## config.mk

```make
export PLATFORM = sky130hd
export DESIGN_NAME = skac_cfg_regs
export DESIGN_NICKNAME = d
export VERILOG_FILES = /design/src/design/skac_pkg.sv /design/src/design/skac_cfg_regs.sv
export SDC_FILE = /design/constraint.sdc
export NUM_CORES = 1
export LEC_CHECK = 0
export ABC_CLOCK_PERIOD_IN_PS = 800
export BUFFER_PORTS_ARGS = -buffer_cell sky130_fd_sc_hd__buf_2
export CAP_MARGIN = 40
export CORE_ASPECT_RATIO = 1.75
export CORE_MARGIN = 2
export CORE_UTILIZATION = 30
export DETAILED_ROUTE_END_ITERATION = 6
export PLACE_DENSITY_LB_ADDON = 0.12
export SYNTH_ARGS = -nofsm -noshare
export SYNTH_HDL_FRONTEND = slang
export SYNTH_SLANG_ARGS = --single-unit
```

## constraint.sdc

```tcl
create_clock -name clk_i -period 0.8 [get_ports clk_i]
set_clock_uncertainty 0.05 [all_clocks]
set_input_delay 0.04 -clock clk_i [delete_from_list [all_inputs] [get_ports clk_i]]
set_output_delay 0.04 -clock clk_i [all_outputs]
set_load 0.02 [all_outputs]
```

## src/design/skac_pkg.sv

```systemverilog
`default_nettype none
package skac_pkg;

  // Fixed-point geometry
  localparam int SAMPLE_BITS    = 24;
  localparam int LOG_TABLE_BITS = 8;
  localparam int LOG_SIZE       = 1 << LOG_TABLE_BITS;
  localparam int MAG_W          = SAMPLE_BITS;
  localparam int POS_W          = $clog2(SAMPLE_BITS);
  localparam int NORM_STEPS     = $clog2(SAMPLE_BITS);
  localparam int EXP_STEPS      = 16;
  localparam int STEP_W         = 4;
  localparam int L2_W           = POS_W + 18;
  localparam int DBP_W          = L2_W + 20;

  // dB per octave (Q16 scaled) and octaves per dB (Q24 scaled)
  localparam int DB_PER_LOG2 = 394566;
  localparam int LOG2_PER_DB = 2786635;

  // Config register indexes
  localparam logic [2:0] CFG_THRESHOLD = 3'd0;
  localparam logic [2:0] CFG_KNEE_W    = 3'd1;
  localparam logic [2:0] CFG_KNEE_INV  = 3'd2;
  localparam logic [2:0] CFG_SLOPE     = 3'd3;
  localparam logic [2:0] CFG_MAKEUP    = 3'd4;
  localparam logic [2:0] CFG_ATTACK    = 3'd5;
  localparam logic [2:0] CFG_RELEASE   = 3'd6;

  typedef struct packed {
    logic [15:0] threshold_level;
    logic [12:0] knee_width;
    logic [15:0] knee_inverse;
    logic [15:0] slope;
    logic [13:0] makeup_level;
    logic [15:0] attack_coeff;
    logic [15:0] release_coeff;
  } cfg_t;

  // Datapath operations
  typedef enum logic [3:0] {
    DP_NOP,
    DP_LOAD,
    DP_ENV,
    DP_NORM,
    DP_LOG,
    DP_DB,
    DP_RED_T,
    DP_RED_P,
    DP_RED_1,
    DP_RED_2,
    DP_GAIN,
    DP_E2,
    DP_EXP,
    DP_PROD,
    DP_FINAL
  } dp_op_e;

  typedef struct packed {
    dp_op_e              op;
    logic [STEP_W-1:0]   idx;
  } dp_cmd_t;

  typedef struct packed {
    logic env_zero;
  } dp_status_t;

  typedef logic [15:0] log_tab_t [LOG_SIZE];
  typedef logic [31:0] exp_tab_t [EXP_STEPS];

  function automatic logic [63:0] isqrt64(input logic [63:0] n_in);
    logic [63:0] n;
    logic [63:0] root;
    logic [63:0] bit_v;
    n     = n_in;
    root  = 64'd0;
    bit_v = 64'd1 << 62;
    while (bit_v > n) bit_v = bit_v >> 2;
    while (bit_v != 64'd0) begin
      if (n >= root + bit_v) begin
        n    = n - (root + bit_v);
        root = (root >> 1) + bit_v;
      end else begin
        root = root >> 1;
      end
      bit_v = bit_v >> 2;
    end
    return root;
  endfunction

  // log2(1 + i/LOG_SIZE) in Q0.16 by repeated squaring, truncated
  function automatic log_tab_t build_log_tab();
    log_tab_t    tab;
    logic [63:0] m;
    logic [15:0] r;
    for (int i = 0; i < LOG_SIZE; i++) begin
      m = 64'(LOG_SIZE + i) << (30 - LOG_TABLE_BITS);
      r = 16'd0;
      for (int k = 15; k >= 0; k--) begin
        m = (m * m) >> 30;
        if (m >= (64'd1 << 31)) begin
          m = m >> 1;
          r = r | (16'd1 << k);
        end
      end
      tab[i] = r;
    end
    return tab;
  endfunction

  // 2^(2^-(k+1)) in Q2.30 by repeated square roots
  function automatic exp_tab_t build_exp_tab();
    exp_tab_t    tab;
    logic [63:0] v;
    v      = isqrt64(64'd2 << 60);
    tab[0] = v[31:0];
    for (int k = 1; k < EXP_STEPS; k++) begin
      v      = isqrt64(v << 30);
      tab[k] = v[31:0];
    end
    return tab;
  endfunction

  localparam log_tab_t LOG_TAB = build_log_tab();
  localparam exp_tab_t EXP_TAB = build_exp_tab();

endpackage
`default_nettype wire

```

## src/design/skac_cfg_regs.sv

```systemverilog
`default_nettype none
module skac_cfg_regs (
  input  wire logic         clk_i,
  input  wire logic         rst_ni,
  input  wire logic         cfg_valid_i,
  output logic              cfg_ready_o,
  input  wire logic [2:0]   cfg_index_i,
  input  wire logic [15:0]  cfg_data_i,
  output skac_pkg::cfg_t    cfg_o
);

  skac_pkg::cfg_t cfg_q, cfg_d;

  assign cfg_ready_o = 1'b1;
  assign cfg_o       = cfg_q;

  // register write decode, upper bits dropped
  always_comb begin
    cfg_d = cfg_q;
    if (cfg_valid_i) begin
      unique case (cfg_index_i)
        skac_pkg::CFG_THRESHOLD: cfg_d.threshold_level = cfg_data_i;
        skac_pkg::CFG_KNEE_W:    cfg_d.knee_width      = cfg_data_i[12:0];
        skac_pkg::CFG_KNEE_INV:  cfg_d.knee_inverse    = cfg_data_i;
        skac_pkg::CFG_SLOPE:     cfg_d.slope           = cfg_data_i;
        skac_pkg::CFG_MAKEUP:    cfg_d.makeup_level    = cfg_data_i[13:0];
        skac_pkg::CFG_ATTACK:    cfg_d.attack_coeff    = cfg_data_i;
        skac_pkg::CFG_RELEASE:   cfg_d.release_coeff   = cfg_data_i;
        default:                 cfg_d = cfg_q;
      endcase
    end
  end

  always_ff @(posedge clk_i or negedge rst_ni) begin
    if (!rst_ni) begin
      cfg_q.threshold_level <= 16'hEC00;
      cfg_q.knee_width      <= 13'd1536;
      cfg_q.knee_inverse    <= 16'd43690;
      cfg_q.slope           <= 16'd49152;
      cfg_q.makeup_level    <= 14'd0;
      cfg_q.attack_coeff    <= 16'd64880;
      cfg_q.release_coeff   <= 16'd65470;
    end else begin
      cfg_q <= cfg_d;
    end
  end

endmodule
`default_nettype wire

```

# Word-level counts from Yosys, hierarchy flattened

Index checks and enable logic that the tools add are counted.

Bits in registers: 107
Bits of input ports: 22
Output and inout port bits: 108

Eq/ne operators: 6
Reductions and logical operators: 8

Operators with widths:

| cell                                          | count |
|---|---|
| AND reduction 2 bit                           | 7 |
| == test 3 bit, second input constant          | 3 |
| == test 3 x 2 -> 1 bit, second input constant | 2 |
| == test 3 x 1 -> 1 bit, second input constant | 1 |
| logical NOT 3 bit                             | 1 |

# Logic depth before layout (Yosys ltp)

Gate-level depths: netlist (run 1).

Depth after elaboration: 2
Mapped depth: 5
Gate-level depth less buffers: 2

# Least setup slack after synthesis (run 1)

Ideal clock, no wire load.

Kind: input-to-reg
Start point: in cfg_index_i[0]
End point: reg cfg_q (netlist bit cfg_o[100])
Library setup time: 0.125 ns
Data arrival time: 1.125 ns
Required time: 0.625 ns
Path slack: -0.500 ns
Stages: 4
Path buffers: 2
Cells stage by stage: buf_6 > nor4b_4 > buf_8 > mux2_4

Cells in the longest elaborated chain, start to end: 2

RTL lines:

| element                              | line                | text |
|---|---|---|
| from (decl)                          | skac_cfg_regs.sv:7  | `input wire logic [2:0] cfg_index_i,` |
| logical NOT 3 bit                    | skac_cfg_regs.sv:21 | `unique case (cfg_index_i)` |
| AND reduction 2 bit (no source line) | --                  |  |
| to (signal assigned)                 | skac_cfg_regs.sv:44 | `cfg_q <= cfg_d;` |
| to (decl)                            | skac_cfg_regs.sv:12 | `skac_pkg::cfg_t cfg_q, cfg_d;` |

Every way passes these cells.
A chain may end at the register's enable or synchronous reset.

# Worst setup path in the final report (run 1)

Start point: reg cfg_q (netlist bit cfg_o[28])
End point: out cfg_o[28] (netlist name)

RTL lines:

| element   | line               | text |
|---|---|---|
| to (decl) | skac_cfg_regs.sv:9 | `output skac_pkg::cfg_t cfg_o` |

No word-level cell between the ends.

==> implementation parameters, run 1 <==
Parameter                              Value

STA
  Final clock period utilization by the worst path    138%
  Worst Setup Slack, final    -0.307 ns
  Number of pins exceeding their max-slew limit in the final report    0
  Minimum clock period    1.11 ns
  Final-layout worst hold slack    -0.0253 ns
  Total setup violations reported at the end of the flow    181
  RSZ-0062 raised after global routing    true
  Fmax    903 MHz
  Final Hold Vio Count    between 40 and 50

Critical path
  FF-to-FF setup slack    -0.16 ns
  Highest fanout seen on the critical path    2
  Depth of the worst register-to-register path    2
  Endpoint arrival time on the critical path    1.02 ns
  Type of the setup path with the least slack    reg -> out
  Launch point of the worst path    cfg_o[28]
  Setup crit end kind    primary output
  Launching element type of the critical path    flip-flop
  Sum of buffers and inverters on the critical path    1
  CP Cell Sequence    buf_6
  Largest stage delay on the critical path    roughly 0.55 ns
  Critical path's top delay family    flip-flops
  Critical register-to-register path startpoint    cfg_o[66]
  Cell type of the slowest stage on the worst timing path    dfstp_2
  Worst EP required    0.71 ns
  Crit path depth    1

Detailed routing
  Wirelength per Cell    18.5 µm
  Antenna Violating Nets Remaining    0
  Total via count in the routed design    2,753
  Drc violations    0
  WL final    ~11 mm
  Pre-antenna DRT Iters    4
  Initial drt markers    52
  Post-DR vias/cell    4.45

CTS
  Source-to-sink clock delay at the later pin of the worst-skew pair    0.35 ns
  CTS Buf Count    9
  Clock buffer depth    2
  Clock transition at the registers of the reported paths    0.08 ns
  CTS Hold Bufs    4
  Buffer type at the clock tree root    clkbuf_16
  Clock sink count    107
  Number of levels in the clock H-tree    3
  Clock tree from TritonCTS    done

Synth
  Cell area after technology mapping    between 4000 and 5000 µm²
  Synthesized instance count    ~240
  #FFs+latches synth    107
  Synthesized area per cell    about 18 µm²
  Net Count, Synth    258
  Distinct cell type count of the synthesized netlist    12
  Sequential element share of the synthesized area    65.1%
  Yosys synthesis warning count    0

GRT
  Number of antenna violations at the first check in global routing    0
  First-pass GRT wire length    17.7 mm
  Pin count of the biggest net entering global routing    37
  Global-route usage over all layers    15.7%
  Total grt overflow    0
  Vias in the first global route    3,064

Finish
  Share of final-layout standard cells stronger than drive strength 1    83.4%
  Flip-flop count of the largest register after layout    107
  Most frequent cells in the layout    buf_6 (147), mux2_4 (87), dfrtp_1 (66)
  Post-layout util    between 50% and 60%
  Nets    458
  Antenna Diode Count    0
  Area overhead of the layout relative to synthesis    70.9%
  Leading cell type in the layout, fill and taps excluded    buf_6
  Number of inserted filler cells in the final layout    1,164
  Flip-flop and latch area    2730 µm²
  Area of the multi-input gates    1660 µm²

Floorplan
  Core area    13,800 µm²
  Count of boundary I/O pins    130
  Horizontal die dimension    93.4 µm
  Total number of placement rows    57
  Vertical die dimension    160 µm
  Initial Util    between 30% and 40%
  Die area    15,000 µm²

Status
  Failing checks    negative hold slack, negative setup slack
  Result of the run    finished, violations left

Power and ir drop
  P per Cell Area    2840 nW/µm²
  Psw    5.94 mW
  Clock power share    23.6%
  Static leakage    3.41 nW
  Pint    14.4 mW
  Reg power frac    between 30% and 40%
  Switching portion of total power    between 20 and 30%
  Part of the total power dissipated in combinational logic    37.5%
  Power after layout    around 20 mW
  Max VDD drop    1.28 mV

Place
  PortBufs    128
  Post-detailed-placement half-perimeter wirelength    around 7.6 mm
  Final weighted congestion in routability-driven placement    approximately 0.73
  Worst setup timing slack at the placement stage    -0.450 ns

Hold path
  Start point of the worst min-delay path    cfg_data_i[6]
  Number of cells on the worst hold path    2
  Worst hold-check path type    in -> reg

Job
  Maximum capacitance violations    0
[cell families after synthesis]
logic type | after synthesis | synth area share (%)
buffers and inverters | 14 | 2.68
multiplexers | 107 | 29.6
other | 1 | 0.0894
flip-flops | 107 | 65.1
AND/OR/NAND/NOR | 7 | 2.54
[cell usage after synthesis]
library cell,n,area [µm²]
buf_8,1,15.0
mux2_2,97,1090
dfstp_2,41,1080
buf_6,4,45.0
mux2_4,10,150
and4bb_2,3,37.5
conb_1,1,3.75
nor4b_4,1,23.8
nand4b_2,3,45.0
dfrtp_1,66,1650
buf_4,3,22.5
buf_2,6,30.0
[power by group through the flow]
stage | logic, mW | registers (mW) | clock network, mW
6_report | 7.64 | 7.91 | 4.82
5_1_grt | 8.03 | 8.05 | 5.14
4_1_cts | 7.32 | 7.87 | 4.94
3_5_place_dp | 5.11 | 7.66 | 0
3_3_place_gp | 5.06 | 7.63 | 0
2_1_floorplan | 1.54 | 9.15 | 0
[area by class of cell]
cell class	count	share of cell area [%]
sequential	107	38.1
timing repair buffer	203	31.3
clock inverter	5	1.19
tap	177	3.09
multi-input combinational	115	23.1
clock buffer	11	3.25
[path summary, 6_finish.rpt]
check / to
max reg2reg: cfg_o[66]
max in group asynchronous: cfg_o[24]
min reg2reg: cfg_o[23]
min: cfg_o[38]
min in group asynchronous: cfg_o[48]
max: cfg_o[28]
[layer usage]
layer | wire length (µm) | global-route usage, % | up-vias
met5 | 0 | 0 | -
met4 | 185 | 4.95 | 0
met3 | 465 | 3.42 | 12
met2 | 6280 | 27.6 | 74
met1 | 4510 | 18.8 | 1438
li1 | - | - | 1229
[stage by stage]
step | instance area (µm²) | TNS [ns] | instances
after floorplan | 4410 | -30.49 | 236
after global placement | 5490 | -39.31 | 558
after detailed placement | 5490 | -40.35 | 558
after CTS | 7000 | -30.31 | 610
after global routing | 7170 | -34.53 | 618
final | 7170 | -30.28 | 618
[timing repair]
action	in CTS	in global routing
resized for setup	266	40
pin swaps	3	3
buffers inserted	30	11
endpoints found under the setup margin	183	196
endpoints found under the hold margin	156	24
gates cloned	2	0
Power figures use the tool's default switching activity.
==> run 2: changes to the inputs <==
- CELL_PAD_IN_SITES_DETAIL_PLACEMENT: unset -> 1
- CELL_PAD_IN_SITES_GLOBAL_PLACEMENT: unset -> 2
==> run 2 against run 1 <==
Net effect: the run still ends with negative hold slack, negative setup slack left; fmax decreased by 0.10%; register-to-register slack got worse by 0.02 ns; global-route usage increased by 1.3 points; largest power group is now combinational cells.
==> implementation parameters, run 2 (synthesized netlist as in run 1, its figures left out) <==
Parameter                              Value

STA
  Minimum clock period    1.11 ns
  Final clock period utilization by the worst path    138%
  Setup total negative slack    -31.77 ns
  Total setup violations reported at the end of the flow    188
  Final-layout worst hold slack    -0.0166 ns
  Worst Setup Slack, final    -0.308 ns
  Fmax    903 MHz
  RSZ-0062 raised after global routing    true
  Final Hold Vio Count    21
  Number of pins exceeding their max-slew limit in the final report    0

Detailed routing
  Pre-antenna DRT Iters    4
  Post-DR vias/cell    4.44
  Antenna Violating Nets Remaining    0
  Total via count in the routed design    between 2,000 and 3,000
  Initial drt markers    85
  WL final    12.7 mm
  Drc violations    0
  Wirelength per Cell    between 15 and 20 µm

Critical path
  Endpoint arrival time on the critical path    1.02 ns
  Largest stage delay on the critical path    0.55 ns
  Type of the setup path with the least slack    reg -> out
  Launching element type of the critical path    flip-flop
  Highest fanout seen on the critical path    2
  Worst EP required    0.71 ns
  Cell type of the slowest stage on the worst timing path    dfstp_2
  Sum of buffers and inverters on the critical path    1
  CP Cell Sequence    buf_6
  Critical path's top delay family    flip-flops
  Setup crit end kind    primary output

Place
  Placed cells    563
  Post-detailed-placement half-perimeter wirelength    8.15 mm
  Final weighted congestion in routability-driven placement    0.644
  Post-Place Cell Area    5540 µm²
  PortBufs    128

CTS
  Source-to-sink clock delay at the later pin of the worst-skew pair    approximately 0.33 ns
  Buffer type at the clock tree root    clkbuf_16
  CTS Buf Count    9
  Clock sink count    approximately 110
  Clock buffer depth    2
  Clock tree from TritonCTS    done
  Clock transition at the registers of the reported paths    0.08 ns
  Number of levels in the clock H-tree    3

Floorplan
  Core area    13,800 µm²
  Horizontal die dimension    93.4 µm
  Vertical die dimension    approximately 160 µm
  Initial Util    30.5%
  Die area    15,000 µm²
  Count of boundary I/O pins    130
  Total number of placement rows    57

Power and ir drop
  Clock power share    21.8%
  Part of the total power dissipated in combinational logic    roughly two fifths
  Reg power frac    38.8%
  Max VDD drop    1.31 mV
  P per Cell Area    2780 nW/µm²
  Static leakage    3.52 nW
  Pint    14.4 mW
  Psw    6.11 mW
  Switching portion of total power    just under 30%

Finish
  Antenna Diode Count    0
  Share of final-layout standard cells stronger than drive strength 1    between 80 and 90%
  Leading cell type in the layout, fill and taps excluded    buf_6
  Most frequent cells in the layout    buf_6 (159), mux2_4 (87), dfrtp_1 (66)
  Flip-flop count of the largest register after layout    107
  Area overhead of the layout relative to synthesis    75.8%
  Post-route cell area    7370 µm²
  Number of inserted filler cells in the final layout    about 1,300
  Nets    477
  Post-layout instance count excluding filler cells    637
  Post-layout util    53.6%

Status
  Failing checks    negative hold slack, negative setup slack
  Result of the run    finished, violations left

GRT
  Number of antenna violations at the first check in global routing    0
  Total grt overflow    0
  Vias in the first global route    3,230
  Global-route usage over all layers    17.0%
  First-pass GRT wire length    19.1 mm
  Pin count of the biggest net entering global routing    about 40

Hold path
  Worst hold-check path type    in -> reg

Job
  Maximum capacitance violations    0
-- run 2: changes by cell type in the layout (fill, tap and decap cells not counted), sizes merged --
cell	change
clkinvlp	+1
buf	+16
dlygate4sd3	+2
clkinv	+1
bufinv	-1
-- run 2: final timing paths --
kind,start,endpoint,slack (ns),cells past startpoint
min,cfg_data_i[9],cfg_o[9],-0.02,2
max,cfg_o[22],cfg_o[22],-0.31,1
max reg2reg,cfg_o[98],cfg_o[98],-0.18,2
min reg2reg,cfg_o[57],cfg_o[57],0.48,1
min in group asynchronous,rst_ni,cfg_o[70],0.02,2
max in group asynchronous,rst_ni,cfg_o[4],0.16,3
-- run 2: power groups by stage --
stage | Sequential, mW | Clock (mW) | Combinational [mW]
2_1_floorplan | 9.15 | 0 | 1.54
4_1_cts | 7.84 | 4.57 | 7.54
3_3_place_gp | 7.60 | 0 | 5.16
5_1_grt | 8.08 | 4.80 | 8.48
6_report | 7.94 | 4.46 | 8.07
3_5_place_dp | 7.64 | 0 | 5.24
-- run 2: metrics by stage --
step | total power [mW] | setup slack (ns)
detailed placement | 12.9 | -0.500
CTS | 20.0 | -0.319
floorplan | 10.7 | -0.497
finish | 20.5 | -0.308
global route | 21.4 | -0.334
global placement | 12.8 | -0.464
-- run 2: per-layer routing --
metal	track usage, %	routed length (µm)	part of all wire (%)	up-vias
li1	-	-	-	1265
met1	20.1	5020	40	1480
met2	30.6	7050	56	73
met3	3.10	476	3.8	11
met4	5.21	148	1.2	0
met5	0	0	0	-
-- run 2: final cells by class --
class | instances | area, µm² | share of cell area, %
Clock buffer | 10 | 229 | 3.11
Clock inverter | 6 | 63.8 | 0.866
Multi-Input combinational cell | 115 | 1660 | 22.5
Sequential cell | 107 | 2730 | 37.0
Tap cell | 177 | 221 | 3.00
Timing Repair Buffer | 222 | 2470 | 33.5
-- run 2: timing repair --
item,in CTS,in global routing
pin swaps,4,1
gates resized for setup,262,56
endpoints found under the hold margin,167,3
setup endpoints to repair,180,203
buffers inserted,34,17
hold buffers,5,1
gates cloned,1,1
==> run 3: changes to the inputs <==
- CELL_PAD_IN_SITES_GLOBAL_PLACEMENT: 2 -> 1
==> run 3 against run 2 <==
Net effect: the flow still finishes with violations (negative hold slack, negative setup slack); worst hold slack got worse by 0.0071 ns; total power rose by 1.5%; critical path depth did not move; wire length rose by 1.1%; sequential share of layout area fell by 0.64 points; critical path type unchanged; combinational power rose by 2.6%; via count rose by 1.2%.
==> implementation parameters, run 3 (synthesized netlist as in run 1, its figures left out) <==
Parameter                              Value

Finish
  Flip-flop count of the largest register after layout    107
  Share of final-layout standard cells stronger than drive strength 1    84.7%
  Number of inserted filler cells in the final layout    1,306
  Leading cell type in the layout, fill and taps excluded    buf_6
  Most frequent cells in the layout    buf_6 (166), mux2_4 (94), dfrtp_1 (66)
  Post-route cell area    7500 µm²
  Antenna Diode Count    0
  Area overhead of the layout relative to synthesis    78.8%
  Nets    480

Power and ir drop
  Clock power share    21.9%
  Pint    14.6 mW
  Max VDD drop    1.24 mV
  Part of the total power dissipated in combinational logic    39.8%
  Switching portion of total power    between 20% and 30%
  Psw    6.22 mW
  Static leakage    between 3 and 4 nW
  P per Cell Area    roughly 2800 nW/µm²
  Reg power frac    38.2%

Detailed routing
  Total via count in the routed design    2,862
  Initial drt markers    85
  Post-DR vias/cell    4.47
  Antenna Violating Nets Remaining    0
  Drc violations    0
  Pre-antenna DRT Iters    4
  WL final    roughly 13 mm
  Wirelength per Cell    20.1 µm

STA
  RSZ-0062 raised after global routing    true
  Worst Setup Slack, final    -0.313 ns
  Fmax    898 MHz
  Number of pins exceeding their max-slew limit in the final report    0
  Final-layout worst hold slack    -0.0238 ns
  Final Hold Vio Count    34
  Minimum clock period    1.11 ns
  Total setup violations reported at the end of the flow    roughly 180
  Final clock period utilization by the worst path    139%

Critical path
  FF-to-FF setup slack    -0.16 ns
  Endpoint arrival time on the critical path    1.02 ns
  Depth of the worst register-to-register path    2
  CP Cell Sequence    buf_6
  Setup crit end kind    primary output
  Critical path's top delay family    flip-flops
  Cell type of the slowest stage on the worst timing path    dfstp_2
  Launching element type of the critical path    flip-flop
  Largest stage delay on the critical path    0.55 ns
  Highest fanout seen on the critical path    2
  Sum of buffers and inverters on the critical path    1
  Critical register-to-register path startpoint    cfg_o[34]
  Endpoint of the most critical register-to-register path    cfg_o[34]
  Worst EP required    0.71 ns
  Type of the setup path with the least slack    reg -> out

CTS
  Clock sink count    107
  Clock transition at the registers of the reported paths    ~0.08 ns
  Source-to-sink clock delay at the later pin of the worst-skew pair    0.35 ns
  Buffer type at the clock tree root    clkbuf_16
  Clock buffer depth    2
  CTS Buf Count    9
  Clock tree from TritonCTS    done
  Number of levels in the clock H-tree    3
  CTS Hold Bufs    4

Floorplan
  Total number of placement rows    57
  Die area    approximately 15,000 µm²
  Count of boundary I/O pins    130
  Vertical die dimension    160 µm
  Horizontal die dimension    93.4 µm
  Initial Util    30.5%
  Core area    between 10,000 and 15,000 µm²

GRT
  Pin count of the biggest net entering global routing    33
  Vias in the first global route    3,258
  Global-route usage over all layers    18.0%
  Number of antenna violations at the first check in global routing    0
  Total grt overflow    0
  First-pass GRT wire length    20.0 mm

Place
  Final weighted congestion in routability-driven placement    roughly 0.70
  PortBufs    128
  Post-detailed-placement half-perimeter wirelength    between 8 and 9 mm
  Post-Place Cell Area    5540 µm²

Job
  Maximum capacitance violations    0

Hold path
  Worst hold-check path type    in -> reg
  Number of cells on the worst hold path    2
  Start point of the worst min-delay path    cfg_data_i[3]
  Hold endpoint    cfg_o[81]

Status
  Failing checks    negative hold slack, negative setup slack
  Result of the run    finished, violations left
## run 3: changes by cell type in the layout (fill, tap and decap cells not counted), sizes merged
cell,before,now
buf,215,219
clkinv,2,3
clkinvlp,2,1
dlygate4sd3,6,4
inv,1,2
## run 3: worst max-delay path by stage
stage	startpoint	endpoint	depth (start not counted)
global placement	cfg_index_i[1]	cfg_o[96]	4
CTS	cfg_o[13]	cfg_o[13]	1
floorplan	cfg_index_i[1]	cfg_o[100]	4
finish	cfg_o[69]	cfg_o[69]	1
detailed placement	cfg_index_i[1]	cfg_o[94]	4
global route	cfg_o[69]	cfg_o[69]	1
## run 3: timing repair
item	CTS	global route
gates cloned	4	0
endpoints found under the hold margin	174	18
pin swaps	4	1
resized for setup	282	52
setup endpoints to repair	186	205
buffers inserted	40	17
## run 3: final cells by class
class	count	area [µm²]	area share, %
clock buffers	9	225	3.00
clock inverters	7	76.3	1.02
multi-input cells	115	1700	22.7
flip-flops and latches	107	2730	36.4
well taps	177	221	2.95
repair buffers	225	2550	34.0
## run 3: stage by stage
stage	utilization, %	total power [mW]	instances	setup slack [ns]	setup TNS (ns)
finish	54.5	20.8	640	-0.313	-33.57
global route	54.5	21.7	640	-0.345	-38.39
CTS	52.4	20.4	626	-0.323	-33.81
detailed placement	40.3	12.9	562	-0.490	-41.59
global placement	40.3	12.8	562	-0.444	-39.06
floorplan	-	10.7	236	-0.497	-30.49
## run 3: power by group through the flow
stage / logic, mW / clock network (mW) / registers [mW]
final: 8.28 / 4.56 / 7.95
after floorplan: 1.54 / 0 / 9.15
after global routing: 8.70 / 4.91 / 8.09
after detailed placement: 5.26 / 0 / 7.67
after CTS: 7.82 / 4.71 / 7.87
after global placement: 5.19 / 0 / 7.64
## run 3: metal layers
layer / vias to the layer above / share of wire, % / wire length (µm) / global-route usage (%)
met4: 0 / 1.1 / 135 / 4.41
met1: 1510 / 39 / 5040 / 21.7
met2: 67 / 56 / 7240 / 32.1
met5: - / 0 / 0 / 0
met3: 8 / 3.2 / 415 / 3.80
li1: 1277 / - / - / -
