==> src/design/skac_pkg.sv <==
`default_nettype none
package skac_pkg;

  // Fixed-point geometry
  localparam int SAMPLE_BITS    = 24;
  localparam int LOG_TABLE_BITS = 8;
  localparam int LOG_SIZE       = 1 << LOG_TABLE_BITS;
  localparam int MAG_W          = SAMPLE_BITS;
  localparam int POS_W          = $clog2(SAMPLE_BITS);
  localparam int NORM_STEPS     = $clog2(SAMPLE_BITS);
  localparam int EXP_STEPS      = 16;
  localparam int STEP_W         = 4;
  localparam int L2_W           = POS_W + 18;
  localparam int DBP_W          = L2_W + 20;

  // dB per octave (Q16 scaled) and octaves per dB (Q24 scaled)
  localparam int DB_PER_LOG2 = 394566;
  localparam int LOG2_PER_DB = 2786635;

  // Config register indexes
  localparam logic [2:0] CFG_THRESHOLD = 3'd0;
  localparam logic [2:0] CFG_KNEE_W    = 3'd1;
  localparam logic [2:0] CFG_KNEE_INV  = 3'd2;
  localparam logic [2:0] CFG_SLOPE     = 3'd3;
  localparam logic [2:0] CFG_MAKEUP    = 3'd4;
  localparam logic [2:0] CFG_ATTACK    = 3'd5;
  localparam logic [2:0] CFG_RELEASE   = 3'd6;

  typedef struct packed {
    logic [15:0] threshold_level;
    logic [12:0] knee_width;
    logic [15:0] knee_inverse;
    logic [15:0] slope;
    logic [13:0] makeup_level;
    logic [15:0] attack_coeff;
    logic [15:0] release_coeff;
  } cfg_t;

  // Datapath operations
  typedef enum logic [3:0] {
    DP_NOP,
    DP_LOAD,
    DP_ENV,
    DP_NORM,
    DP_LOG,
    DP_DB,
    DP_RED_T,
    DP_RED_P,
    DP_RED_1,
    DP_RED_2,
    DP_GAIN,
    DP_E2,
    DP_EXP,
    DP_PROD,
    DP_FINAL
  } dp_op_e;

  typedef struct packed {
    dp_op_e              op;
    logic [STEP_W-1:0]   idx;
  } dp_cmd_t;

  typedef struct packed {
    logic env_zero;
  } dp_status_t;

  typedef logic [15:0] log_tab_t [LOG_SIZE];
  typedef logic [31:0] exp_tab_t [EXP_STEPS];

  function automatic logic [63:0] isqrt64(input logic [63:0] n_in);
    logic [63:0] n;
    logic [63:0] root;
    logic [63:0] bit_v;
    n     = n_in;
    root  = 64'd0;
    bit_v = 64'd1 << 62;
    while (bit_v > n) bit_v = bit_v >> 2;
    while (bit_v != 64'd0) begin
      if (n >= root + bit_v) begin
        n    = n - (root + bit_v);
        root = (root >> 1) + bit_v;
      end else begin
        root = root >> 1;
      end
      bit_v = bit_v >> 2;
    end
    return root;
  endfunction

  // log2(1 + i/LOG_SIZE) in Q0.16 by repeated squaring, truncated
  function automatic log_tab_t build_log_tab();
    log_tab_t    tab;
    logic [63:0] m;
    logic [15:0] r;
    for (int i = 0; i < LOG_SIZE; i++) begin
      m = 64'(LOG_SIZE + i) << (30 - LOG_TABLE_BITS);
      r = 16'd0;
      for (int k = 15; k >= 0; k--) begin
        m = (m * m) >> 30;
        if (m >= (64'd1 << 31)) begin
          m = m >> 1;
          r = r | (16'd1 << k);
        end
      end
      tab[i] = r;
    end
    return tab;
  endfunction

  // 2^(2^-(k+1)) in Q2.30 by repeated square roots
  function automatic exp_tab_t build_exp_tab();
    exp_tab_t    tab;
    logic [63:0] v;
    v      = isqrt64(64'd2 << 60);
    tab[0] = v[31:0];
    for (int k = 1; k < EXP_STEPS; k++) begin
      v      = isqrt64(v << 30);
      tab[k] = v[31:0];
    end
    return tab;
  endfunction

  localparam log_tab_t LOG_TAB = build_log_tab();
  localparam exp_tab_t EXP_TAB = build_exp_tab();

endpackage
`default_nettype wire

==> src/design/skac_ctrl.sv <==
`default_nettype none
module skac_ctrl (
  input  wire logic                 clk_i,
  input  wire logic                 rst_ni,
  input  wire logic                 in_valid_i,
  output logic                      in_stall_o,
  output logic                      out_valid_o,
  input  wire logic                 out_stall_i,
  input  skac_pkg::dp_status_t      status_i,
  output skac_pkg::dp_cmd_t         cmd_o
);

  localparam logic [3:0] ST_IDLE  = 4'd0;
  localparam logic [3:0] ST_ENV   = 4'd1;
  localparam logic [3:0] ST_NORM  = 4'd2;
  localparam logic [3:0] ST_LOG   = 4'd3;
  localparam logic [3:0] ST_DB    = 4'd4;
  localparam logic [3:0] ST_RED_T = 4'd5;
  localparam logic [3:0] ST_RED_P = 4'd6;
  localparam logic [3:0] ST_RED_1 = 4'd7;
  localparam logic [3:0] ST_RED_2 = 4'd8;
  localparam logic [3:0] ST_GAIN  = 4'd9;
  localparam logic [3:0] ST_E2    = 4'd10;
  localparam logic [3:0] ST_EXP   = 4'd11;
  localparam logic [3:0] ST_PROD  = 4'd12;
  localparam logic [3:0] ST_FINAL = 4'd13;

  localparam int SW = skac_pkg::STEP_W;
  localparam logic [SW-1:0] NORM_LAST = SW'(skac_pkg::NORM_STEPS - 1);
  localparam logic [SW-1:0] EXP_LAST  = SW'(skac_pkg::EXP_STEPS - 1);

  logic [3:0]    state_q, state_d;
  logic [SW-1:0] cnt_q, cnt_d;
  logic          ovalid_q, ovalid_d;
  logic          slot_free;

  assign in_stall_o  = (state_q != ST_IDLE);
  assign out_valid_o = ovalid_q;
  assign slot_free   = !ovalid_q || !out_stall_i;

  // sequencer
  always_comb begin
    state_d    = state_q;
    cnt_d      = cnt_q;
    ovalid_d   = ovalid_q && out_stall_i;
    cmd_o.op   = skac_pkg::DP_NOP;
    cmd_o.idx  = cnt_q;
    unique case (state_q)
      ST_IDLE: begin
        if (in_valid_i) begin
          cmd_o.op = skac_pkg::DP_LOAD;
          state_d  = ST_ENV;
        end
      end
      ST_ENV: begin
        cmd_o.op = skac_pkg::DP_ENV;
        cnt_d    = '0;
        state_d  = ST_NORM;
      end
      ST_NORM: begin
        if (status_i.env_zero) begin
          state_d = ST_LOG;
        end else begin
          cmd_o.op = skac_pkg::DP_NORM;
          cnt_d    = cnt_q + 1'b1;
          if (cnt_q == NORM_LAST) state_d = ST_LOG;
        end
      end
      ST_LOG: begin
        cmd_o.op = skac_pkg::DP_LOG;
        state_d  = ST_DB;
      end
      ST_DB: begin
        cmd_o.op = skac_pkg::DP_DB;
        state_d  = ST_RED_T;
      end
      ST_RED_T: begin
        cmd_o.op = skac_pkg::DP_RED_T;
        state_d  = ST_RED_P;
      end
      ST_RED_P: begin
        cmd_o.op = skac_pkg::DP_RED_P;
        state_d  = ST_RED_1;
      end
      ST_RED_1: begin
        cmd_o.op = skac_pkg::DP_RED_1;
        state_d  = ST_RED_2;
      end
      ST_RED_2: begin
        cmd_o.op = skac_pkg::DP_RED_2;
        state_d  = ST_GAIN;
      end
      ST_GAIN: begin
        cmd_o.op = skac_pkg::DP_GAIN;
        state_d  = ST_E2;
      end
      ST_E2: begin
        cmd_o.op = skac_pkg::DP_E2;
        cnt_d    = '0;
        state_d  = ST_EXP;
      end
      ST_EXP: begin
        cmd_o.op = skac_pkg::DP_EXP;
        cnt_d    = cnt_q + 1'b1;
        if (cnt_q == EXP_LAST) state_d = ST_PROD;
      end
      ST_PROD: begin
        cmd_o.op = skac_pkg::DP_PROD;
        state_d  = ST_FINAL;
      end
      ST_FINAL: begin
        // wait for the output register to free up
        if (slot_free) begin
          cmd_o.op = skac_pkg::DP_FINAL;
          ovalid_d = 1'b1;
          state_d  = ST_IDLE;
        end
      end
      default: state_d = ST_IDLE;
    endcase
  end

  always_ff @(posedge clk_i or negedge rst_ni) begin
    if (!rst_ni) begin
      state_q  <= ST_IDLE;
      cnt_q    <= '0;
      ovalid_q <= 1'b0;
    end else begin
      state_q  <= state_d;
      cnt_q    <= cnt_d;
      ovalid_q <= ovalid_d;
    end
  end

endmodule
`default_nettype wire

==> config.mk <==
export PLATFORM = sky130hd
export DESIGN_NAME = skac_ctrl
export DESIGN_NICKNAME = d
export VERILOG_FILES = /design/src/design/skac_pkg.sv /design/src/design/skac_ctrl.sv
export SDC_FILE = /design/constraint.sdc
export NUM_CORES = 1
export LEC_CHECK = 0
export ABC_AREA = 1
export BUFFER_PORTS_ARGS = -buffer_cell sky130_fd_sc_hd__buf_2
export CAP_MARGIN = 15
export CELL_PAD_IN_SITES_DETAIL_PLACEMENT = 0
export CELL_PAD_IN_SITES_GLOBAL_PLACEMENT = 1
export CORE_MARGIN = 2
export CORE_UTILIZATION = 32
export CTS_CLUSTER_SIZE = 24
export DETAILED_ROUTE_END_ITERATION = 6
export PLACE_DENSITY_LB_ADDON = 0.1
export REMOVE_ABC_BUFFERS = 1
export SETUP_SLACK_MARGIN = 0.05
export SLEW_MARGIN = 30
export SYNTH_ARGS = -nofsm -noshare
export SYNTH_HDL_FRONTEND = slang
export SYNTH_SLANG_ARGS = --single-unit
==> constraint.sdc <==
create_clock -name clk_i -period 2.25 [get_ports clk_i]
set_input_delay 0.3375 -clock clk_i [delete_from_list [all_inputs] [get_ports clk_i]]
set_output_delay 0.3375 -clock clk_i [all_outputs]
set_load 0.01 [all_outputs]
; ---- Word level (Yosys, flattened, before mapping)
; Cells that the tools add are included.
[totals]
regBits = 9
inputBits = 5
out_inout_bits = 10
elab_cells = 48
[classes]
addsub = 1
eq_ne = 20
mux = 14
n_reduce_logical = 10
[ops]
columns = operator, count
row1 = one-hot mux 4 bit (14 select lines), 2
row2 = "equality test 4 bit, second input constant", 7
row3 = 2-to-1 mux 4 bit, 7
row4 = "equality test 4 x 3 -> 1 bit, second input constant", 5
row5 = one-hot mux 4 bit (3 select lines), 1
row6 = "equality test 4 x 2 -> 1 bit, second input constant", 2
row7 = "inequality test 2 bit, second input constant", 4
row8 = "adder 4 x 1 -> 4 bit, second input constant", 1
row9 = "equality test 4 x 1 -> 1 bit, second input constant", 1
row10 = zero test 4 bit, 1
row11 = AND reduction 4 bit, 1
row12 = nonzero test 4 bit, 1
row13 = 2-to-1 mux 1 bit, 3
row14 = "inequality test 3 bit, second input constant", 1
row15 = nonzero test 3 bit, 1
row16 = zero test 1 bit, 2
row17 = 2-to-1 mux 2 bit, 1
row18 = AND reduction 2 bit, 1
row19 = OR reduction 2 bit, 1
row20 = logical AND 1 bit, 1
row21 = logical OR 1 bit, 1

; ---- Logic depth before layout (Yosys ltp)
; Gate-level depths: netlist (run 1).
[logic_depth]
ltp_word = 4
mapped_depth = 10
depth_no_buf = 10

; ---- Worst setup path after synthesis (run 1)
; OpenSTA, ideal clock, no wires.
[synth_timing]
path_kind = flip-flop to output port
from = reg state_q[2]
to = out cmd_o[4] (netlist bit)
arrival_time_ns = 1.035
t_required_ns = 1.913
path_slack_ns = 0.877
path_stages_with_launch = 4
path_buffers = 0
path_cell_list = dfrtp_1 nor2_2 nand3_1 o2111ai_1
[synth_lines]
columns = element, line_no
row1 = "start, declared", skac_ctrl.sv:32  ; logic [3:0] state_q, state_d;
row2 = "start signal, assigned", skac_ctrl.sv:129  ; state_q <= state_d;
row3 = "end, declared", skac_ctrl.sv:10  ; output skac_pkg::dp_cmd_t cmd_o

==> flow_summary_export.csv, run 1 <==
group,metric,value,unit
power_and_ir_drop,power_per_cell_area,1440,nW/µm²
floorplan,die_h,50.0,µm
critical_path,cp-start-kind,"flip-flop",
sta,period_share,0.851,
synth,synthArstFlopShare,1.00,
routing,detail_route.vias_per_cell,4.56,
synth,synth_cell_types,15,
routing,via_count,697,
clock_tree,clk_latency,0.27,ns
sta,tightestPinTransition,0.286,ns
final_layout,design_area,816,µm²
run,maxCapViolations,0,
routing,dr.first_iter.drc_count,9,
hold_path,worstHoldStart,"out_stall_i",
power_and_ir_drop,vdd_drop_max,0.759,mV
routing,detail_route.wl_per_cell,10.6,µm
final_layout,nets,134,
synth,synth_edf_count,0,
clock_tree,numCtsBuffers,3,
clock_tree,cts_tree,"yes",
critical_path,arrival,1.58,ns
synth,yosys_warnings,0,
sta,hold_viol,0,
critical_path,reg2reg_slack,0.90,ns
sta,relSlewSlack,0.809,
clock_tree,htreeDepth,1,
placed_design,port_buffers,14,
critical_path,cp_max_fo,7,
synth,syn_area,676,µm²
placed_design,post-dp-hpwl,1290,µm
floorplan,coreArea,1980,µm²
synth,syn_area_per_cell,6.31,µm²
clock_tree,cts_hold_buf,1,
clock_tree,cts.sinks,9,
sta,final.setup_skew,0.00435,ns
clock_tree,cts_buffer_depth,2,
sta,rsz0062_at_grt,"false",
synth,synthFlopType,"dfrtp_1",
floorplan,die_area,2500,µm²
critical_path,crit_path_end_kind,"primary output",
clock_tree,postCtsSetupBuffers,0,
floorplan,pin_count,15,
placed_design,gp_congestion,0.813,
sta,worst_slack,0.335,ns
floorplan,die_w,50.0,µm
synth,synth.most_common_cell,"nand2_1",
critical_path,path_class,"flip-flop to primary output",
critical_path,crit_path_start,"state_q[2]",
placed_design,dpl_cell_area,779,µm²
sta,period_needed,1.91,ns
floorplan,std_cell_rows,16,
routing,drtPass1Iterations,4,
global_route,grt.total_usage,0.155,
global_route,grt_max_degree,10,
global_route,gr-total-overflow,0,
sta,setup_viol,0,
critical_path,critical_path_required,1.91,ns
synth,ys_top_cells_by_count,"36 x nand2_1, 15 x inv_1, 15 x nor2_1",
placed_design,pre_cts_ws,0.626,ns
power_and_ir_drop,leakage,0.000480,µW
synth,synth.area.top_cells,"dfrtp_1 33%, nand2_1 20%, nand3_1 10%",
final_layout,stdcell_count,153,
clock_tree,cts_resized,0,
synth,netlist_instances,107,
sta,fin_setup_tns,0,ns
sta,fmax,522,MHz
floorplan,initial_utilization,0.341,
synth,synth_top_area_frac,0.333,
final_layout,drive_gt1_frac,0.183,
synth,ys_seq_elements,9,
synth,yosysTopAreaCell,"dfrtp_1",
global_route,grt_pass1_vias,658,
global_route,antenna_found_initial,0,
routing,wl,1620,µm
routing,ant_nets,0,
routing,drc,0,
sta,drv_slew,0,
run_status,run_status,"complete, no violations",
clock_tree,cts_root_buf,"clkbuf_4",
hold_path,min-delay-path-class,"primary input to flip-flop",
global_route,grt_pass1_wl,2900,µm
placed_design,post-place-cells,148,
final_layout,diodes,0,
clock_tree,clk_pin_slew_worst_paths,0.07,ns
final_layout,syn2layout_area_growth,20.7,%
critical_path,timing.rr.start,"state_q[2]",
synth,synth-seq-area-share,0.333,
[kinds of logic after synthesis]
family | share of synthesized area
AOI/OAI and AO/OA | 0.0685
xor gates and xnor gates | 0.0130
buffers and inverters | 0.0833
DFF | 0.333
adders and majority gates | 0.0370
and+or+nand+nor | 0.465
[layout make-up]
| type | instances | area (µm²) |
|---|---|---|
| repair buffers | 15 | 80.1 |
| flip-flops and latches | 9 | 225 |
| clock buffers | 4 | 26.3 |
| fillers | 237 | 1170 |
| well taps | 27 | 33.8 |
| inverters | 15 | 56.3 |
| multi-input cells | 83 | 394 |
[routing by layer]
layer / global-route usage / wire [µm] / vias up
met5: 0 / 0 / -
met4: 0.0694 / 41 / 0
met3: 0.0273 / 49 / 6
met2: 0.273 / 813 / 14
met1: 0.180 / 719 / 301
li1: - / - / 376
[state kept, by name, summed over array words and instances (netlist names)]
register / cells
cnt_q: 4
out_valid_o: 1
state_q: 4
[critical path, stage by stage (launching register included)]
cell,delay [ns]
dfrtp_1,0.44
nor2_2,0.27
nand3_1,0.28
o2111ai_1,0.17
buf_2,0.16
[final timing paths]
path / to / cells after the start
min in group asynchronous: state_q[1] / 2
min reg2reg: state_q[1] / 2
min: out_valid_o / 3
max reg2reg: cnt_q[3] / 5
max: cmd_o[4] / 4
max in group asynchronous: cnt_q[3] / 2
[stage by stage]
stage	total power (µW)	hold WS, ns	utilization
2_1_floorplan	831	0.0419	-
3_3_place_gp	1050	0.209	0.393
3_5_place_dp	1040	0.205	0.393
4_1_cts	1190	0.347	0.412
5_1_grt	1310	0.405	0.412
6_report	1170	0.339	0.412
[cell usage in the layout (no fill, tap or decap), drive strengths merged]
cell type     n
o21ai         2
nor3          1
ha            2
dlygate4sd3   1
buf          14
xor2          1
clkbuf        4
o2111ai       1
nand3        14
a21oi         4
nor2         18
nand2        39
inv          15
dfrtp         9
o21bai        1
[power by group]
part,total [µW],switching (µW),internal [µW]
Sequential,321,89.0,232
Combinational,716,444,272
Clock,135,66.0,68.6
(Power assumes the default switching activity.)
==> run 2, diff against run 1 <==
--- a/config.mk
+++ b/config.mk
@@ -8,13 +8,10 @@
 export ABC_AREA = 1
 export BUFFER_PORTS_ARGS = -buffer_cell sky130_fd_sc_hd__buf_2
 export CAP_MARGIN = 15
-export CELL_PAD_IN_SITES_DETAIL_PLACEMENT = 0
-export CELL_PAD_IN_SITES_GLOBAL_PLACEMENT = 1
 export CORE_MARGIN = 2
 export CORE_UTILIZATION = 32
 export CTS_CLUSTER_SIZE = 24
 export DETAILED_ROUTE_END_ITERATION = 6
-export PLACE_DENSITY_LB_ADDON = 0.1
 export REMOVE_ABC_BUFFERS = 1
 export SETUP_SLACK_MARGIN = 0.05
 export SLEW_MARGIN = 30
==> run 2 against run 1 <==
Wire length shrank 6.8%. Combinational power grew 0.7%. Clock skew grew 0.0020 ns. First-iteration DRC count rose by 140%. Die area is the same. Global-route usage fell by 1.9 points. Sequential power is 1% higher. Setup slack got worse by 0.019 ns. Hold slack improved by 0.0036 ns. Critical endpoint unchanged. Largest cell class unchanged. Flip-flop and latch count unchanged. Critical path type unchanged.
==> flow_summary_export.csv, run 2 (synthesis gave the netlist of run 1 again) <==
group,metric,value,unit
power_and_ir_drop,pwr-share-seq,0.278,
sta,tightestPinTransition,0.284,ns
sta,hold_viol,0,
routing,dr.first_iter.drc_count,22,
power_and_ir_drop,vdd_drop_max,0.447,mV
global_route,antenna_found_initial,0,
hold_path,worstHoldStart,"out_stall_i",
hold_path,min_to,"out_valid_o",
sta,fin_setup_tns,0,ns
routing,wl,1510,µm
sta,rsz0062_at_grt,"false",
clock_tree,cts_tree,"yes",
critical_path,slowest_delay,0.39,ns
sta,fmax,517,MHz
hold_path,min-delay-path-class,"primary input to flip-flop",
routing,detail_route.vias_per_cell,4.67,
critical_path,crit_path_end_kind,"primary output",
critical_path,reg2reg_slack,0.87,ns
run,maxCapViolations,0,
final_layout,diodes,0,
sta,setup_viol,0,
global_route,gr-total-overflow,0,
final_layout,final_common_cell,"nand2_1",
run_status,run_status,"complete, no violations",
sta,period_share,0.859,
sta,relSlewSlack,0.810,
floorplan,die_area,2500,µm²
clock_tree,clk_latency,0.26,ns
power_and_ir_drop,power_frac_comb,0.618,
critical_path,arrival,1.60,ns
hold_path,hold_depth,3,
power_and_ir_drop,leakage,0.000483,µW
floorplan,die_h,50.0,µm
floorplan,std_cell_rows,16,
clock_tree,cts_buffer_depth,2,
global_route,grt.total_usage,0.136,
critical_path,slowest_stage,"dfrtp_1",
global_route,gr-usage-met3,0.0182,
global_route,use_met1,0.177,
clock_tree,clk_pin_slew_worst_paths,0.06,ns
power_and_ir_drop,p_sw_frac,0.513,
global_route,grt_busiest_layer,"met2",
sta,final.setup_skew,0.00633,ns
sta,period_needed,1.93,ns
global_route,grt_max_degree,10,
critical_path,r2r-end,"state_q[0]",
power_and_ir_drop,p_sw,598,µW
clock_tree,cts_root_buf,"clkbuf_4",
sta,worst_hold_slack,0.343,ns
critical_path,worstPathBufferInverterCount,2,
placed_design,gp_congestion,0.867,
critical_path,critPathTopFamily,"simple AND/OR/NAND/NOR gates",
final_layout,fin_util,0.412,
power_and_ir_drop,power_per_cell_area,1430,nW/µm²
floorplan,pin_count,15,
clock_tree,numCtsBuffers,3,
final_layout,syn2layout_area_growth,20.9,%
global_route,grt_pass1_wl,2620,µm
critical_path,timing.rr.start,"cnt_q[0]",
final_layout,nets,134,
placed_design,port_buffers,14,
critical_path,path_class,"flip-flop to primary output",
critical_path,rr_worst_depth,8,
floorplan,initial_utilization,0.341,
final_layout,drive_gt1_frac,0.190,
final_layout,design_area,817,µm²
clock_tree,htreeDepth,1,
placed_design,post-dp-hpwl,1210,µm
floorplan,coreArea,1980,µm²
clock_tree,cts.sinks,9,
routing,detail_route.wl_per_cell,9.88,µm
power_and_ir_drop,clkPwrFrac,0.104,
routing,drc,0,
routing,ant_nets,0,
critical_path,cp_max_fo,7,
critical_path,cp-start-kind,"flip-flop",
power_and_ir_drop,intPower,569,µW
global_route,grt_pass1_vias,644,
critical_path,crit_chain,"inv_1, nor2_1, nand3_1, o2111ai_1, buf_2",
global_route,grt_use_met2,0.218,
critical_path,critical_path_required,1.91,ns
final_layout,layout_common_cells,"36 x nand2_1, 15 x inv_1, 15 x nor2_1",
floorplan,die_w,50.0,µm
routing,via_count,714,
placed_design,dpl_cell_area,779,µm²
routing,drtPass1Iterations,4,
sta,drv_slew,0,
run 2: power by group through the flow:
stage | clock [µW] | combinational [µW] | sequential, µW
3_5_place_dp | 0 | 724 | 325
6_report | 122 | 721 | 325
3_3_place_gp | 0 | 717 | 324
4_1_cts | 129 | 730 | 323
5_1_grt | 140 | 837 | 338
2_1_floorplan | 0 | 508 | 323
run 2: metrics by stage:
| step | power (µW) | std cells | setup WS (ns) |
|---|---|---|---|
| global placement | 1040 | 148 | 0.641 |
| finish | 1170 | 153 | 0.316 |
| global route | 1310 | 153 | 0.166 |
| detailed placement | 1050 | 148 | 0.611 |
| floorplan | 831 | 107 | 0.877 |
| CTS | 1180 | 153 | 0.319 |
run 2: routing by layer:
layer	wire, µm	up-vias	share of wire
met5	0	-	0
met4	15	0	0.0099
met3	32	2	0.021
met2	705	9	0.47
met1	758	325	0.50
li1	-	378	-
run 2: worst reg2reg max path: stages, from the launching register on:
cell,delay (ns)
dfrtp_1,0.44
inv_1,0.08
ha_1,0.14
nand3_1,0.08
nand2_1,0.07
nor2_1,0.03
nor2_1,0.22
inv_1,0.10
a21oi_1,0.14
run 2: what timing repair did:
action	in CTS	in global routing
endpoints found under the hold margin	9	0
buffers inserted	0	0
gates resized for setup	0	0
hold buffers	1	0
setup endpoints to repair	0	0
run 2: final cells by class:
type                       count  area [µm²]
fill                         205        1160
multi-input combinational     83         394
sequential                     9         225
timing repair buffer          15        80.1
inverter                      15        56.3
tap                           27        33.8
clock buffer                   3        22.5
clock inverter                 1        5.00
run 2: worst max-delay path by stage:
stage          startpoint       end  slack [ns]  cells after the start
3_3_place_gp   state_q[1]  cmd_o[4]        0.64                      5
5_1_grt        state_q[1]  cmd_o[4]        0.17                      5
2_1_floorplan  state_q[2]  cmd_o[4]        0.88                      3
3_5_place_dp   state_q[1]  cmd_o[4]        0.61                      5
4_1_cts        state_q[1]  cmd_o[4]        0.32                      5
6_report       state_q[1]  cmd_o[4]        0.32                      5
==> run 3, diff against run 2 <==
--- a/config.mk
+++ b/config.mk
@@ -12,6 +12,7 @@
 export CORE_UTILIZATION = 32
 export CTS_CLUSTER_SIZE = 24
 export DETAILED_ROUTE_END_ITERATION = 6
+export PLACE_DENSITY_LB_ADDON = 0.15
 export REMOVE_ABC_BUFFERS = 1
 export SETUP_SLACK_MARGIN = 0.05
 export SLEW_MARGIN = 30
==> run 3 against run 2 <==
Fmax is 0.35% higher. Flip-flop and latch count unchanged. Register-to-register slack lost 0.03 ns. Total power rose by 0.72%. Hold slack got worse by 0.0045 ns. Combinational power is 1% higher. Utilization is 0.063 points lower. Final cell count stayed put. Critical path type unchanged. Clock skew decreased by 0.0037 ns. Critical path depth down 1. Via count is 1.7% higher. Cell area decreased by 0.15%.
==> flow_summary_export.csv, run 3 (synthesis gave the netlist of run 1 again) <==
group,metric,value,unit
floorplan,std_cell_rows,16,
placed_design,port_buffers,14,
power_and_ir_drop,intPower,572,µW
power_and_ir_drop,p_sw,604,µW
power_and_ir_drop,power_frac_comb,0.620,
final_layout,syn2layout_area_growth,20.7,%
power_and_ir_drop,pwr-share-seq,0.278,
global_route,grt_pass1_vias,628,
sta,drv_slew,0,
routing,via_count,726,
final_layout,fillers,209,
power_and_ir_drop,power,1180,µW
power_and_ir_drop,vdd_drop_max,0.553,mV
critical_path,cp-start-kind,"flip-flop",
clock_tree,cts_buffer_depth,2,
routing,wl,1600,µm
final_layout,final_common_cell,"nand2_1",
sta,period_share,0.856,
routing,ant_nets,0,
clock_tree,clk_pin_slew_worst_paths,0.06,ns
critical_path,reg2reg_slack,0.84,ns
routing,topRoutingLayerUsed,"met4",
routing,wl_met2,712,µm
critical_path,critical_path_required,1.91,ns
global_route,grt_max_degree,10,
global_route,gr-total-overflow,0,
run_status,run_status,"complete, no violations",
sta,rsz0062_at_grt,"false",
power_and_ir_drop,power_per_cell_area,1440,nW/µm²
routing,drtPass1Iterations,4,
floorplan,initial_utilization,0.341,
critical_path,rr_worst_depth,8,
global_route,grt.total_usage,0.148,
critical_path,path_class,"flip-flop to primary output",
floorplan,die_h,50.0,µm
routing,detail_route.vias_per_cell,4.75,
routing,detail_route.wl_per_cell,10.5,µm
clock_tree,clk_latency,0.25,ns
global_route,grt_pass1_wl,2840,µm
power_and_ir_drop,clkPwrFrac,0.102,
critical_path,arrival,1.59,ns
routing,dr.first_iter.drc_count,27,
sta,period_needed,1.93,ns
clock_tree,cts_root_buf,"clkbuf_4",
sta,hold_viol,0,
final_layout,multiInputGateArea,394,µm²
clock_tree,htreeDepth,1,
placed_design,pre_cts_ws,0.653,ns
sta,relSlewSlack,0.807,
clock_tree,numCtsBuffers,3,
sta,fin_setup_tns,0,ns
critical_path,crit_path_start,"state_q[0]",
floorplan,die_area,2500,µm²
clock_tree,cts_tree,"yes",
final_layout,layout.area.seq,225,µm²
hold_path,min_to,"out_valid_o",
routing,wl_met3,114,µm
floorplan,die_w,50.0,µm
clock_tree,postCtsSetupBuffers,0,
floorplan,coreArea,1980,µm²
clock_tree,cts_resized,0,
routing,drc,0,
critical_path,timing.rr.start,"cnt_q[0]",
sta,fmax,519,MHz
final_layout,layout_common_cells,"36 x nand2_1, 15 x inv_1, 15 x nor2_1",
run,maxCapViolations,0,
critical_path,crit_path_end_kind,"primary output",
sta,final.setup_skew,0.00264,ns
sta,worst_slack,0.323,ns
placed_design,post-dp-hpwl,1260,µm
sta,setup_viol,0,
sta,tightestPinTransition,0.288,ns
final_layout,nets,134,
global_route,antenna_found_initial,0,
final_layout,drive_gt1_frac,0.183,
hold_path,worstHoldStart,"out_stall_i",
routing,met1_length,761,µm
critical_path,cp_max_fo,7,
final_layout,diodes,0,
placed_design,gp_congestion,0.938,
hold_path,min-delay-path-class,"primary input to flip-flop",
floorplan,pin_count,15,
hold_path,hold_depth,3,
clock_tree,cts.sinks,9,
critical_path,r2r-end,"state_q[0]",
power_and_ir_drop,p_sw_frac,0.514,
power_and_ir_drop,leakage,0.000480,µW
run 3: changes by cell type in the layout (fill, tap and decap cells not counted):
cell,before,now
clkbuf_1,0,1
clkinv_2,1,0
run 3: how the worst max path moves through the flow:
stage	endpoint	slack (ns)	cells past startpoint
after floorplan	cmd_o[4]	0.88	3
after global placement	cmd_o[5]	0.67	7
after detailed placement	cmd_o[4]	0.65	5
after CTS	cmd_o[4]	0.37	4
after global routing	cmd_o[5]	0.16	7
final	cmd_o[4]	0.32	4
run 3: cell type report:
class	count	share of cell area
inverter	15	0.0690
timing repair buffer	15	0.0982
multi-input combinational	83	0.483
tap	27	0.0414
sequential	9	0.276
clock buffer	4	0.0322
run 3: power groups by stage:
stage / Clock, µW / Sequential, µW / Combinational [µW]
after global routing: 138 / 344 / 846
after CTS: 123 / 327 / 731
after global placement: 0 / 326 / 724
after floorplan: 0 / 323 / 508
after detailed placement: 0 / 329 / 725
final: 120 / 326 / 729
run 3: metal layers:
| metal | vias up | track usage |
|---|---|---|
| li1 | 370 | - |
| met1 | 322 | 0.214 |
| met2 | 32 | 0.207 |
| met3 | 2 | 0.0333 |
| met4 | 0 | 0.0648 |
| met5 | - | 0 |
run 3: repair_timing:
action	4_1_cts	5_1_grt
endpoints found under the setup margin	0	0
hold buffers	1	0
hold endpoints to repair	9	0
run 3: metrics by stage:
step | cell area (µm²) | utilization | hold WS (ns) | instances
2_1_floorplan | 676 | - | 0.0419 | 107
3_3_place_gp | 779 | 0.393 | 0.197 | 148
3_5_place_dp | 779 | 0.393 | 0.196 | 148
4_1_cts | 816 | 0.412 | 0.340 | 153
5_1_grt | 816 | 0.412 | 0.385 | 153
6_report | 816 | 0.412 | 0.338 | 153
run 3: critical path, stage by stage, from the launching register on:
cell       delay (ns)
dfrtp_1          0.44
nor2_1           0.26
nand3_1          0.28
o2111ai_1        0.19
buf_2            0.17
